--- config.mk ---
export PLATFORM = sky130hd
export DESIGN_NAME = semitone_pitch_binner_flat
export DESIGN_NICKNAME = d
export VERILOG_FILES = /design/src/rtl/spb_pkg.sv /design/src/rtl/spb_in_if.sv /design/src/rtl/spb_out_if.sv /design/src/rtl/spb_search_cell.sv /design/src/rtl/spb_finish.sv /design/src/rtl/semitone_pitch_binner.sv /design/src/flat_wrapper.sv
export SDC_FILE = /design/constraint.sdc
export NUM_CORES = 2
export LEC_CHECK = 0
export ABC_AREA = 1
export BUFFER_PORTS_ARGS = -buffer_cell sky130_fd_sc_hd__buf_2
export CELL_PAD_IN_SITES_DETAIL_PLACEMENT = 1
export CELL_PAD_IN_SITES_GLOBAL_PLACEMENT = 2
export CORE_MARGIN = 1.5
export CORE_UTILIZATION = 36
export DETAILED_ROUTE_END_ITERATION = 12
export GPL_TIMING_DRIVEN = 1
export PLACE_DENSITY_LB_ADDON = 0.1
export SYNTH_ARGS = -nofsm -noshare
export SYNTH_HDL_FRONTEND = slang
export SYNTH_SLANG_ARGS = --single-unit
export TNS_END_PERCENT = 5
--- constraint.sdc ---
create_clock -name clk -period 7.25 [get_ports clk]
set_input_delay 0.725 -clock clk [delete_from_list [all_inputs] [get_ports clk]]
set_output_delay 0.725 -clock clk [all_outputs]
set_load 0.02 [all_outputs]
--- src/rtl/spb_pkg.sv ---
// Shared types, constants and the semitone frequency table of the pitch binner.
// Used by the channel interfaces, the search cells, the finish stage and the top level.
package spb_pkg;

  localparam int NUM_BINS        = 108;
  localparam int BINS_PER_OCTAVE = 12;
  localparam int REF_FREQ_HZ     = 440;
  localparam int REF_INDEX       = 57;

  localparam int FREQ_W      = 20;
  localparam int PROB_W      = 16;
  localparam int TRUST_W     = 16;
  localparam int SUM_W       = 21;
  localparam int BIN_IDX_W   = 7;
  localparam int TABLE_DEPTH = 1 << BIN_IDX_W;
  localparam int BF_W        = 32;

  localparam int WEIGHT_W = TRUST_W + SUM_W;
  localparam int X_W      = 17;
  localparam int DIV_SH   = 24;
  localparam int PROD_W   = X_W + DIV_SH;
  localparam logic [DIV_SH-1:0] DIV_RECIP = DIV_SH'((1 << DIV_SH) / NUM_BINS);
  localparam logic [WEIGHT_W-1:0] ONE_Q32 = WEIGHT_W'(64'd1 << 32);

  localparam logic [31:0] SEMI_RATIO [BINS_PER_OCTAVE] = '{
    32'd1073741824, 32'd1137589835, 32'd1205234447, 32'd1276901417,
    32'd1352829926, 32'd1433273380, 32'd1518500250, 32'd1608794974,
    32'd1704458901, 32'd1805811301, 32'd1913190429, 32'd2026954652
  };

  typedef logic [BF_W-1:0] bin_table_t [TABLE_DEPTH];

  typedef struct packed {
    logic                 valid;
    logic [FREQ_W-1:0]    freq;
    logic [PROB_W-1:0]    prob;
    logic                 no_cand;
    logic                 frame_end;
    logic [BIN_IDX_W-1:0] pos;
    logic [BIN_IDX_W-1:0] step;
  } search_t;

  // Bin frequency in unsigned Q26.6 Hz, rounded half up.
  function automatic logic [BF_W-1:0] bin_freq(input int idx);
    int         d;
    int         oct;
    int         semi;
    int         sh;
    logic [63:0] v;
    logic [63:0] r;
    d    = idx - REF_INDEX + 11 * BINS_PER_OCTAVE;
    oct  = d / BINS_PER_OCTAVE - 11;
    semi = d % BINS_PER_OCTAVE;
    sh   = 30 - oct;
    v    = 64'(REF_FREQ_HZ) * 64'd64 * 64'(SEMI_RATIO[semi]);
    r    = (v + (64'd1 << (sh - 1))) >> sh;
    return BF_W'(r);
  endfunction

  // Entries past the last bin read as all ones so that the search never passes them.
  function automatic bin_table_t build_table();
    bin_table_t t;
    for (int i = 0; i < TABLE_DEPTH; i++) begin
      t[i] = (i < NUM_BINS) ? bin_freq(i) : '1;
    end
    return t;
  endfunction

  localparam bin_table_t BIN_FREQ = build_table();
  localparam logic [BF_W-1:0] TOP_FREQ = BIN_FREQ[NUM_BINS-1];

endpackage

--- src/rtl/spb_in_if.sv ---
// Candidate input channel: valid/ready handshake with one candidate item as payload.
// Depends on spb_pkg for the field widths.
interface spb_in_if;
  logic                      valid;
  logic                      ready;
  logic [spb_pkg::FREQ_W-1:0] candidate_freq;
  logic [spb_pkg::PROB_W-1:0] candidate_prob;
  logic                      no_candidate;
  logic                      frame_end;

  modport source(output valid, candidate_freq, candidate_prob, no_candidate, frame_end,
                 input ready);
  modport sink(input valid, candidate_freq, candidate_prob, no_candidate, frame_end,
               output ready);
endinterface

--- src/rtl/spb_out_if.sv ---
// Result output channel: valid/ready handshake with one binning result item as payload.
// Depends on spb_pkg for the field widths.
interface spb_out_if;
  logic                         valid;
  logic                         ready;
  logic [spb_pkg::BIN_IDX_W-1:0] bin_index;
  logic                         bin_valid;
  logic [spb_pkg::PROB_W-1:0]    voiced_prob;
  logic [spb_pkg::PROB_W-1:0]    unvoiced_prob;
  logic                         unvoiced_clamped;
  logic                         frame_done;

  modport source(output valid, bin_index, bin_valid, voiced_prob, unvoiced_prob,
                 unvoiced_clamped, frame_done, input ready);
  modport sink(input valid, bin_index, bin_valid, voiced_prob, unvoiced_prob,
               unvoiced_clamped, frame_done, output ready);
endinterface

--- src/rtl/spb_search_cell.sv ---
// One cell of the binary search chain: settles one bit of the lower-bound bin position.
// Depends on spb_pkg for the search item type and the bin frequency table.
module spb_search_cell (
  input  logic             clk,
  input  logic             rst,
  input  spb_pkg::search_t d,
  output spb_pkg::search_t q
);

  logic [spb_pkg::BIN_IDX_W-1:0] probe;
  logic [spb_pkg::BIN_IDX_W-1:0] probe_idx;
  logic                          below;

  // Probe the last entry of the lower half; if it is still below the frequency, take the upper half.
  assign probe     = d.pos | d.step;
  assign probe_idx = probe - spb_pkg::BIN_IDX_W'(1);
  assign below     = spb_pkg::BIN_FREQ[probe_idx] < spb_pkg::BF_W'(d.freq);

  always_ff @(posedge clk) begin
    if (rst) begin
      q.valid <= 1'b0;
    end else begin
      q.valid <= d.valid;
    end
    q.freq      <= d.freq;
    q.prob      <= d.prob;
    q.no_cand   <= d.no_cand;
    q.frame_end <= d.frame_end;
    q.pos       <= below ? probe : d.pos;
    q.step      <= d.step >> 1;
  end

endmodule

--- src/rtl/spb_finish.sv ---
// Finish stages: nearest-bin choice, probability weighting, frame sum and unvoiced value.
// Depends on spb_pkg and spb_out_if; holds the trust register and the output register.
module spb_finish (
  input  logic                         clk,
  input  logic                         rst,
  input  logic                         cfg_wr_en,
  input  logic [spb_pkg::TRUST_W-1:0]  cfg_wr_data,
  input  spb_pkg::search_t             d,
  output logic                         loaded,
  spb_out_if.source                    out_ch
);

  logic [spb_pkg::TRUST_W-1:0]   trust;
  logic [spb_pkg::SUM_W-1:0]     prob_sum;

  logic [spb_pkg::BIN_IDX_W-1:0] lo_idx;
  logic [spb_pkg::BF_W-1:0]      freq_ext;
  logic [spb_pkg::BF_W-1:0]      dist_up;
  logic [spb_pkg::BF_W-1:0]      dist_lo;
  logic [spb_pkg::BIN_IDX_W-1:0] near_idx;
  logic                          placed;
  logic [spb_pkg::SUM_W:0]       sum_wide;
  logic [spb_pkg::SUM_W-1:0]     sum_after;
  logic [2*spb_pkg::PROB_W-1:0]  trust_prob;

  logic                          f1_valid;
  logic [spb_pkg::BIN_IDX_W-1:0] f1_idx;
  logic                          f1_placed;
  logic [spb_pkg::PROB_W-1:0]    f1_voiced;
  logic                          f1_last;
  logic [spb_pkg::SUM_W-1:0]     f1_sum;

  logic                          f2_valid;
  logic [spb_pkg::BIN_IDX_W-1:0] f2_idx;
  logic                          f2_placed;
  logic [spb_pkg::PROB_W-1:0]    f2_voiced;
  logic                          f2_last;
  logic [spb_pkg::WEIGHT_W-1:0]  f2_weighted;

  logic [spb_pkg::WEIGHT_W-1:0]  diff;
  logic                          over;
  logic [spb_pkg::X_W-1:0]       x_val;

  logic                          f3_valid;
  logic [spb_pkg::BIN_IDX_W-1:0] f3_idx;
  logic                          f3_placed;
  logic [spb_pkg::PROB_W-1:0]    f3_voiced;
  logic                          f3_last;
  logic                          f3_clamped;
  logic [spb_pkg::X_W-1:0]       f3_x;
  logic [spb_pkg::PROD_W-1:0]    f3_prod;

  logic [spb_pkg::X_W-1:0]       q0;
  logic [spb_pkg::X_W+spb_pkg::BIN_IDX_W-1:0] q0_times_n;
  logic [spb_pkg::X_W-1:0]       rem;
  logic [spb_pkg::X_W-1:0]       quot;

  logic                          out_valid;
  logic [spb_pkg::BIN_IDX_W-1:0] out_idx;
  logic                          out_placed;
  logic [spb_pkg::PROB_W-1:0]    out_voiced;
  logic [spb_pkg::PROB_W-1:0]    out_unvoiced;
  logic                          out_clamped;
  logic                          out_done;

  // The position from the search is the first bin at or above the frequency.
  // The bin below wins only when strictly closer, so ties go upward.
  assign lo_idx   = d.pos - spb_pkg::BIN_IDX_W'(1);
  assign freq_ext = spb_pkg::BF_W'(d.freq);
  assign dist_up  = spb_pkg::BIN_FREQ[d.pos] - freq_ext;
  assign dist_lo  = freq_ext - spb_pkg::BIN_FREQ[lo_idx];
  assign near_idx = (d.pos == '0 || dist_up <= dist_lo) ? d.pos : lo_idx;
  assign placed   = !d.no_cand && freq_ext <= spb_pkg::TOP_FREQ;

  assign sum_wide   = {1'b0, prob_sum} + (spb_pkg::SUM_W + 1)'(d.prob);
  assign sum_after  = !placed ? prob_sum :
                      sum_wide[spb_pkg::SUM_W] ? '1 : sum_wide[spb_pkg::SUM_W-1:0];
  assign trust_prob = (2*spb_pkg::PROB_W)'(trust) * (2*spb_pkg::PROB_W)'(d.prob);

  always_ff @(posedge clk) begin
    if (rst) begin
      trust <= spb_pkg::TRUST_W'(32768);
    end else if (cfg_wr_en) begin
      trust <= cfg_wr_data;
    end
  end

  always_ff @(posedge clk) begin
    if (rst) begin
      prob_sum <= '0;
    end else if (d.valid) begin
      prob_sum <= d.frame_end ? '0 : sum_after;
    end
  end

  always_ff @(posedge clk) begin
    if (rst) begin
      f1_valid <= 1'b0;
      f2_valid <= 1'b0;
    end else begin
      f1_valid <= d.valid;
      f2_valid <= f1_valid;
    end
  end

  always_ff @(posedge clk) begin
    if (d.valid) begin
      f1_idx    <= placed ? near_idx : '0;
      f1_placed <= placed;
      f1_voiced <= placed ? trust_prob[2*spb_pkg::PROB_W-1:spb_pkg::PROB_W] : '0;
      f1_last   <= d.frame_end;
      f1_sum    <= sum_after;
    end
    if (f1_valid) begin
      f2_idx      <= f1_idx;
      f2_placed   <= f1_placed;
      f2_voiced   <= f1_voiced;
      f2_last     <= f1_last;
      f2_weighted <= spb_pkg::WEIGHT_W'(trust) * spb_pkg::WEIGHT_W'(f1_sum);
    end
  end

  // The quotient by NUM_BINS * 2^16 is the 16-bit-shifted difference divided by NUM_BINS.
  assign over  = f2_weighted > spb_pkg::ONE_Q32;
  assign diff  = spb_pkg::ONE_Q32 - f2_weighted;
  assign x_val = diff[spb_pkg::X_W+15:16];

  assign loaded = f3_valid && (!out_valid || out_ch.ready);

  always_ff @(posedge clk) begin
    if (rst) begin
      f3_valid <= 1'b0;
    end else if (f2_valid) begin
      f3_valid <= 1'b1;
    end else if (loaded) begin
      f3_valid <= 1'b0;
    end
  end

  always_ff @(posedge clk) begin
    if (f2_valid) begin
      f3_idx     <= f2_idx;
      f3_placed  <= f2_placed;
      f3_voiced  <= f2_voiced;
      f3_last    <= f2_last;
      f3_clamped <= f2_last && over;
      f3_x       <= over ? '0 : x_val;
      f3_prod    <= spb_pkg::PROD_W'(over ? '0 : x_val) * spb_pkg::PROD_W'(spb_pkg::DIV_RECIP);
    end
  end

  // The reciprocal estimate is low by at most one; one compare corrects it.
  assign q0         = f3_prod[spb_pkg::PROD_W-1:spb_pkg::DIV_SH];
  assign q0_times_n = (spb_pkg::X_W + spb_pkg::BIN_IDX_W)'(q0) *
                      (spb_pkg::X_W + spb_pkg::BIN_IDX_W)'(spb_pkg::NUM_BINS);
  assign rem        = f3_x - q0_times_n[spb_pkg::X_W-1:0];
  assign quot       = (rem >= spb_pkg::X_W'(spb_pkg::NUM_BINS)) ? q0 + spb_pkg::X_W'(1) : q0;

  always_ff @(posedge clk) begin
    if (rst) begin
      out_valid <= 1'b0;
    end else if (loaded) begin
      out_valid <= 1'b1;
    end else if (out_ch.ready) begin
      out_valid <= 1'b0;
    end
  end

  always_ff @(posedge clk) begin
    if (loaded) begin
      out_idx      <= f3_idx;
      out_placed   <= f3_placed;
      out_voiced   <= f3_voiced;
      out_unvoiced <= (f3_last && !f3_clamped) ? quot[spb_pkg::PROB_W-1:0] : '0;
      out_clamped  <= f3_clamped;
      out_done     <= f3_last;
    end
  end

  assign out_ch.valid            = out_valid;
  assign out_ch.bin_index        = out_idx;
  assign out_ch.bin_valid        = out_placed;
  assign out_ch.voiced_prob      = out_voiced;
  assign out_ch.unvoiced_prob    = out_unvoiced;
  assign out_ch.unvoiced_clamped = out_clamped;
  assign out_ch.frame_done       = out_done;

`ifndef ASSERT_OFF
  a_clamp_only_at_frame_end: assert property (@(posedge clk) disable iff (rst)
    (out_valid && out_clamped) |-> out_done)
    else $error("clamped unvoiced value on an item that does not end the frame");

  a_one_item_in_finish: assert property (@(posedge clk) disable iff (rst)
    $onehot0({d.valid, f1_valid, f2_valid, f3_valid}))
    else $error("more than one item in the finish stages");

  a_dropped_has_no_weight: assert property (@(posedge clk) disable iff (rst)
    (f1_valid && !f1_placed) |-> (f1_voiced == '0 && f1_idx == '0))
    else $error("dropped candidate carries a bin or a weight");
`endif

endmodule

--- src/rtl/semitone_pitch_binner.sv ---
// Semitone pitch binner: a chain of seven search cells followed by three finish stages.
// Path: an accepted item passes the seven search cells, then the f1, f2 and f3 finish
// registers and the output register; f3 holds it while the output result is not taken.
// One item is in flight at a time; the next is taken once the last enters the output register.
// Reset (rst, synchronous) clears the frame sum and all valid bits and sets the trust
// register to 32768; there is no clearing pass.
module semitone_pitch_binner (
  input  logic                        clk,
  input  logic                        rst,
  input  logic                        cfg_wr_en,
  input  logic [spb_pkg::TRUST_W-1:0] cfg_wr_data,
  spb_in_if.sink                      in_ch,
  spb_out_if.source                   out_ch
);

  localparam int CELLS = spb_pkg::BIN_IDX_W;

  spb_pkg::search_t chain [CELLS+1];
  logic [CELLS-1:0] cell_valid;
  logic             busy;
  logic             accept;
  logic             loaded;

  assign in_ch.ready = !busy;
  assign accept      = in_ch.valid && !busy;

  assign chain[0].valid     = accept;
  assign chain[0].freq      = in_ch.candidate_freq;
  assign chain[0].prob      = in_ch.candidate_prob;
  assign chain[0].no_cand   = in_ch.no_candidate;
  assign chain[0].frame_end = in_ch.frame_end;
  assign chain[0].pos       = '0;
  assign chain[0].step      = CELLS'(1) << (CELLS - 1);

  for (genvar k = 0; k < CELLS; k++) begin : g_cell
    spb_search_cell u_cell (
      .clk (clk),
      .rst (rst),
      .d   (chain[k]),
      .q   (chain[k+1])
    );
    assign cell_valid[k] = chain[k+1].valid;
  end

  spb_finish u_finish (
    .clk         (clk),
    .rst         (rst),
    .cfg_wr_en   (cfg_wr_en),
    .cfg_wr_data (cfg_wr_data),
    .d           (chain[CELLS]),
    .loaded      (loaded),
    .out_ch      (out_ch)
  );

  always_ff @(posedge clk) begin
    if (rst) begin
      busy <= 1'b0;
    end else if (accept) begin
      busy <= 1'b1;
    end else if (loaded) begin
      busy <= 1'b0;
    end
  end

`ifndef ASSERT_OFF
  a_busy_after_accept: assert property (@(posedge clk) disable iff (rst)
    (in_ch.valid && in_ch.ready) |=> !in_ch.ready)
    else $error("input still ready after an item was accepted");

  a_one_item_in_chain: assert property (@(posedge clk) disable iff (rst)
    $onehot0(cell_valid))
    else $error("more than one item in the search chain");

  a_chain_item_is_tracked: assert property (@(posedge clk) disable iff (rst)
    chain[CELLS].valid |-> busy)
    else $error("search result without an item in flight");
`endif

endmodule
--- src/flat_wrapper.sv ---
// flat-port wrapper written by rule: the top's interface ports become plain ports
module semitone_pitch_binner_flat 
  (clk, rst, cfg_wr_en, cfg_wr_data, in_ch_valid, in_ch_candidate_freq, in_ch_candidate_prob, in_ch_no_candidate, in_ch_frame_end, in_ch_ready, out_ch_valid, out_ch_bin_index, out_ch_bin_valid, out_ch_voiced_prob, out_ch_unvoiced_prob, out_ch_unvoiced_clamped, out_ch_frame_done, out_ch_ready);
  spb_in_if in_ch_i ();
  spb_out_if out_ch_i ();
  input  logic clk;
  input  logic rst;
  input  logic cfg_wr_en;
  input  logic [spb_pkg::TRUST_W-1:0] cfg_wr_data;
  input wire logic [$bits(in_ch_i.valid)-1:0] in_ch_valid;
  input wire logic [$bits(in_ch_i.candidate_freq)-1:0] in_ch_candidate_freq;
  input wire logic [$bits(in_ch_i.candidate_prob)-1:0] in_ch_candidate_prob;
  input wire logic [$bits(in_ch_i.no_candidate)-1:0] in_ch_no_candidate;
  input wire logic [$bits(in_ch_i.frame_end)-1:0] in_ch_frame_end;
  output wire logic [$bits(in_ch_i.ready)-1:0] in_ch_ready;
  output wire logic [$bits(out_ch_i.valid)-1:0] out_ch_valid;
  output wire logic [$bits(out_ch_i.bin_index)-1:0] out_ch_bin_index;
  output wire logic [$bits(out_ch_i.bin_valid)-1:0] out_ch_bin_valid;
  output wire logic [$bits(out_ch_i.voiced_prob)-1:0] out_ch_voiced_prob;
  output wire logic [$bits(out_ch_i.unvoiced_prob)-1:0] out_ch_unvoiced_prob;
  output wire logic [$bits(out_ch_i.unvoiced_clamped)-1:0] out_ch_unvoiced_clamped;
  output wire logic [$bits(out_ch_i.frame_done)-1:0] out_ch_frame_done;
  input wire logic [$bits(out_ch_i.ready)-1:0] out_ch_ready;
  assign in_ch_i.valid = in_ch_valid;
  assign in_ch_i.candidate_freq = in_ch_candidate_freq;
  assign in_ch_i.candidate_prob = in_ch_candidate_prob;
  assign in_ch_i.no_candidate = in_ch_no_candidate;
  assign in_ch_i.frame_end = in_ch_frame_end;
  assign in_ch_ready = in_ch_i.ready;
  assign out_ch_valid = out_ch_i.valid;
  assign out_ch_bin_index = out_ch_i.bin_index;
  assign out_ch_bin_valid = out_ch_i.bin_valid;
  assign out_ch_voiced_prob = out_ch_i.voiced_prob;
  assign out_ch_unvoiced_prob = out_ch_i.unvoiced_prob;
  assign out_ch_unvoiced_clamped = out_ch_i.unvoiced_clamped;
  assign out_ch_frame_done = out_ch_i.frame_done;
  assign out_ch_i.ready = out_ch_ready;
  semitone_pitch_binner u_core (.clk(clk), .rst(rst), .cfg_wr_en(cfg_wr_en), .cfg_wr_data(cfg_wr_data), .in_ch(in_ch_i), .out_ch(out_ch_i));
endmodule
==> impl_metrics.prom <==
# TYPE chip_impl_metric gauge
chip_impl_metric{name="yosysSeqAreaShare",unit="%"} 23.7
chip_impl_metric{name="global_route_wire_length_before_repair",unit="mm"} 277
chip_impl_metric{name="clock_power_share",unit="%"} 20.6
chip_impl_info{name="setup.worst_path.class",value="flop to flop"} 1
chip_impl_metric{name="worstHoldPathCells",unit=""} 1
chip_impl_metric{name="minimum_clock_period",unit="ns"} 6.84
chip_impl_metric{name="power_report.internal_total",unit="mW"} 9.26
chip_impl_metric{name="timing.max_cap.violations",unit=""} 0
chip_impl_metric{name="gr-usage-all-layers",unit="%"} 23.2
chip_impl_info{name="synthMostInstantiatedCell",value="sky130_fd_sc_hd__inv_1"} 1
chip_impl_metric{name="layout_worst_path_cycle_share",unit="%"} 94.3
chip_impl_metric{name="clkLatencyLatePin",unit="ns"} 0.67
chip_impl_metric{name="postCtsHoldBufs",unit=""} 0
chip_impl_metric{name="die_x",unit="µm"} 391
chip_impl_metric{name="vdd_drop_max",unit="mV"} 0.271
chip_impl_metric{name="cp.arrival",unit="ns"} 7.22
chip_impl_metric{name="route.vias.total",unit=""} 44400
chip_impl_metric{name="die_y",unit="µm"} 391
chip_impl_metric{name="die-area",unit="µm²"} 153000
chip_impl_info{name="predominant_post_synthesis_flop_cell",value="sky130_fd_sc_hd__dfxtp_1"} 1
chip_impl_metric{name="dp_hpwl",unit="mm"} 142
chip_impl_metric{name="power.total",unit="mW"} 17.5
chip_impl_metric{name="routed_wire_length_per_instance",unit="µm"} 19.6
chip_impl_metric{name="pwr_density_cell",unit="nW/µm²"} 291
chip_impl_metric{name="timing.critical_path.fanout_max",unit=""} 6
chip_impl_metric{name="route.antenna.remaining_nets",unit=""} 0
chip_impl_metric{name="total_count_of_max_transition_violations_in_the_final_report",unit=""} 0
chip_impl_metric{name="synth_edf_count",unit=""} 200
chip_impl_metric{name="ys_ff_latch",unit=""} 543
chip_impl_metric{name="start_util",unit="%"} 36.3
chip_impl_metric{name="detailed_route_drc_error_count",unit=""} 0
chip_impl_info{name="run_status",value="completed"} 1
chip_impl_metric{name="portBuffers",unit=""} 98
chip_impl_metric{name="ys_warn_count",unit=""} 0
chip_impl_metric{name="r2r_cells",unit=""} 35
chip_impl_metric{name="n_antenna_cell",unit=""} 0
chip_impl_metric{name="num-nets-final",unit=""} 8045
chip_impl_metric{name="grt_max_degree",unit=""} 64
chip_impl_info{name="cts_tree",value="yes"} 1
chip_impl_metric{name="cts.htree.levels",unit=""} 3
chip_impl_metric{name="tightestPinTransition",unit="ns"} 1.29
chip_impl_metric{name="finalSetupTns",unit="ns"} 0
chip_impl_info{name="worst_setup_path_end_kind",value="flop"} 1
chip_impl_metric{name="yosys.cell_types.count",unit=""} 78
chip_impl_info{name="critical_path.most_common_cell",value="sky130_fd_sc_hd__inv_1"} 1
chip_impl_metric{name="power.net_switching",unit="mW"} 8.28
chip_impl_metric{name="vias_in_the_first_global_route",unit=""} 48900
chip_impl_metric{name="synth_area",unit="µm²"} 54300
chip_impl_metric{name="final_layout_size_suffix_gt1_share",unit="%"} 7.37
chip_impl_metric{name="gp_congestion",unit=""} 0.919
chip_impl_metric{name="core",unit="µm²"} 150000
chip_impl_metric{name="report.final.hold_viol_count",unit=""} 0
chip_impl_info{name="grt_setup_unrepaired",value="true"} 1
chip_impl_metric{name="cts_buffers",unit=""} 67
chip_impl_metric{name="seqPwrFrac",unit="%"} 20.2
chip_impl_metric{name="flow.area_growth_from_synthesis",unit="%"} 11.0
chip_impl_info{name="post_synth_most_frequent_cells",value="1390 x sky130_fd_sc_hd__inv_1, 1328 x sky130_fd_sc_hd__nand2_1, 625 x sky130_fd_sc_hd__ha_1"} 1
chip_impl_metric{name="fillerInstances",unit=""} 18000
chip_impl_metric{name="power_leakage",unit="nW"} 31.0
chip_impl_info{name="synth_top_cell_by_area",value="sky130_fd_sc_hd__fa_1"} 1
chip_impl_metric{name="ios",unit=""} 103
chip_impl_info{name="hp-class",value="primary input to flop"} 1
chip_impl_metric{name="comb_power_share",unit="%"} 59.1
chip_impl_metric{name="setup_violations",unit=""} 0
chip_impl_metric{name="fmax",unit="MHz"} 146
chip_impl_metric{name="postRouteWirelength",unit="mm"} 174
chip_impl_metric{name="synth.avg_cell_area",unit="µm²"} 8.13
chip_impl_metric{name="slowest_delay",unit="ns"} 0.54
chip_impl_info{name="category_of_the_worst_setup_path_launch_point",value="flop"} 1
chip_impl_metric{name="max-slew-margin-rel",unit="%"} 13.4
chip_impl_metric{name="initial_antenna_violation_count",unit=""} 1
chip_impl_metric{name="post_drt_via_cell_ratio",unit=""} 5.01
chip_impl_metric{name="standard_cell_rows",unit=""} 142
chip_impl_metric{name="skew",unit="ns"} 0.0350
chip_impl_metric{name="drt-pass1-iter-count",unit=""} 5
chip_impl_info{name="post_synth_main_area_contributors",value="sky130_fd_sc_hd__fa_1 21%, sky130_fd_sc_hd__ha_1 14%, sky130_fd_sc_hd__dfxtp_1 13%"} 1
chip_impl_metric{name="netSwitchingFraction",unit="%"} 47.2
chip_impl_info{name="critical-path-slowest-cell",value="sky130_fd_sc_hd__fa_1"} 1
chip_impl_info{name="ctsRootBufferMaster",value="sky130_fd_sc_hd__clkbuf_16"} 1
chip_impl_metric{name="async_flop_share",unit="%"} 0
chip_impl_metric{name="synth_cells",unit=""} 6680
chip_impl_metric{name="cts.sink_count",unit=""} 543
chip_impl_metric{name="critical_path_required",unit="ns"} 7.63
chip_impl_metric{name="overflow",unit=""} 0
chip_impl_metric{name="post-synth-top-area-fraction",unit="%"} 20.9
chip_impl_metric{name="first_iter_violations",unit=""} 1770
chip_impl_metric{name="cts.reportedPaths.clkPinSlew",unit="ns"} 0.06
chip_impl_metric{name="cts_buffer_depth",unit=""} 3
[power by group through the flow]
| stage | logic, mW | registers, mW | clock network, mW |
|---|---|---|---|
| final | 10.4 | 3.55 | 3.62 |
| after CTS | 10.5 | 3.55 | 3.75 |
| after global placement | 10.4 | 3.61 | 0 |
| after detailed placement | 10.4 | 3.62 | 0 |
| after floorplan | 7.08 | 3.52 | 0 |
| after global routing | 11.8 | 3.56 | 3.86 |
[repair_timing]
action / CTS / global route
resized for setup: 0 / 15
buffers inserted: 0 / 5
setup endpoints to repair: 0 / 8
[cells in the final DEF, fill, tap and decap left out, drive strengths merged, types with 85 or more instances in the layout]
cell type | synthesis | routed
xor2 | 85 | 85
nand3 | 178 | 178
nand2 | 1336 | 1336
inv | 1406 | 1414
buf | 53 | 286
fa | 567 | 567
dfxtp | 343 | 343
edfxtp | 200 | 200
ha | 625 | 625
a21oi | 401 | 401
o21ai | 285 | 285
nor2 | 476 | 476
[per-layer routing]
metal	vias to the layer above	track usage (%)	wire, µm
li1	21300	-	-
met1	22000	29.7	77900
met2	780	40.9	85200
met3	251	2.37	5630
met4	0	6.97	5110
met5	-	0	0
[final cells by class]
type | instances | area (µm²) | share of cell area, %
clock buffer | 81 | 1790 | 2.97
clock inverter | 43 | 629 | 1.04
inverter | 1411 | 5300 | 8.79
multi-input combinational | 4485 | 35200 | 58.4
sequential | 543 | 12900 | 21.4
tap | 2016 | 2520 | 4.18
timing repair buffer | 286 | 1960 | 3.24
[kinds of logic (layout without fill, tap and decap cells)]
logic type	count (synthesis)	after routing	share of synthesized area [%]
simple gates	2159	2159	16.4
fa+ha+maj	1192	1192	35.3
xor+xnor	129	129	2.13
flops	543	543	23.7
other cells	1	4	0.00690
mux	1	1	0.0184
compound gates	1000	1000	10.9
buf+inv	1655	1821	11.6
[worst paths after layout]
check | from | endpoint | slack (ns)
max | u_core.u_finish.f2_weighted[18]$_DFFE_PP_ | u_core.u_finish.f3_prod[28]$_DFFE_PP_ | 0.41
min | in_ch_candidate_prob[15] | u_core.g_cell[0].u_cell.q[31]$_DFF_P_ | 0.15
max reg2reg | u_core.u_finish.f2_weighted[18]$_DFFE_PP_ | u_core.u_finish.f3_prod[28]$_DFFE_PP_ | 0.41
min reg2reg | u_core.g_cell[5].u_cell.q[15]$_DFF_P_ | u_core.g_cell[6].u_cell.q[15]$_DFF_P_ | 0.31
[sequential cells by signal, summed over array words and instances, names as in the netlist, 7 cells and up]
signal / cells
u_core.u_finish.out_ch.unvoiced_prob: 12
u_core.u_finish.f3_voiced: 16
u_core.g_cell.u_cell.q: 301
u_core.u_finish.prob_sum: 21
u_core.u_finish.f3_idx: 7
u_core.u_finish.f1_sum: 21
u_core.u_finish.f3_x: 17
u_core.u_finish.f2_idx: 7
u_core.u_finish.f1_voiced: 16
u_core.u_finish.f2_voiced: 16
u_core.u_finish.f2_weighted: 37
u_core.u_finish.trust: 16
u_core.u_finish.f3_prod: 11
u_core.u_finish.f1_idx: 7
u_core.u_finish.out_ch.bin_index: 7
u_core.u_finish.out_ch.voiced_prob: 16
[critical path: cells and delay by family, from the launching register on]
kind,cells,cell delay (ns)
adder cells (fa/ha/maj),7,2.91
AO/OA/AOI/OAI,5,0.80
AND/OR/NAND/NOR,12,1.39
XOR/XNOR,1,0.15
flip-flops,1,0.43
buffers and inverters,10,0.90
[metrics by stage]
step                hold WS (ns)  instance area (µm²)  std cells  worst slack [ns]  utilization [%]
floorplan                  0.310                54300       6683             0.366                -
detailed placement         0.313                57800       8736             0.183             38.6
finish                     0.152                60300       8865             0.412             40.3
global placement           0.310                57800       8736             0.348             38.6
CTS                       0.0873                60200       8860             0.140             40.2
global route               0.110                60300       8865           -0.0457             40.3
No activity file was read; power rests on OpenSTA's default activity.
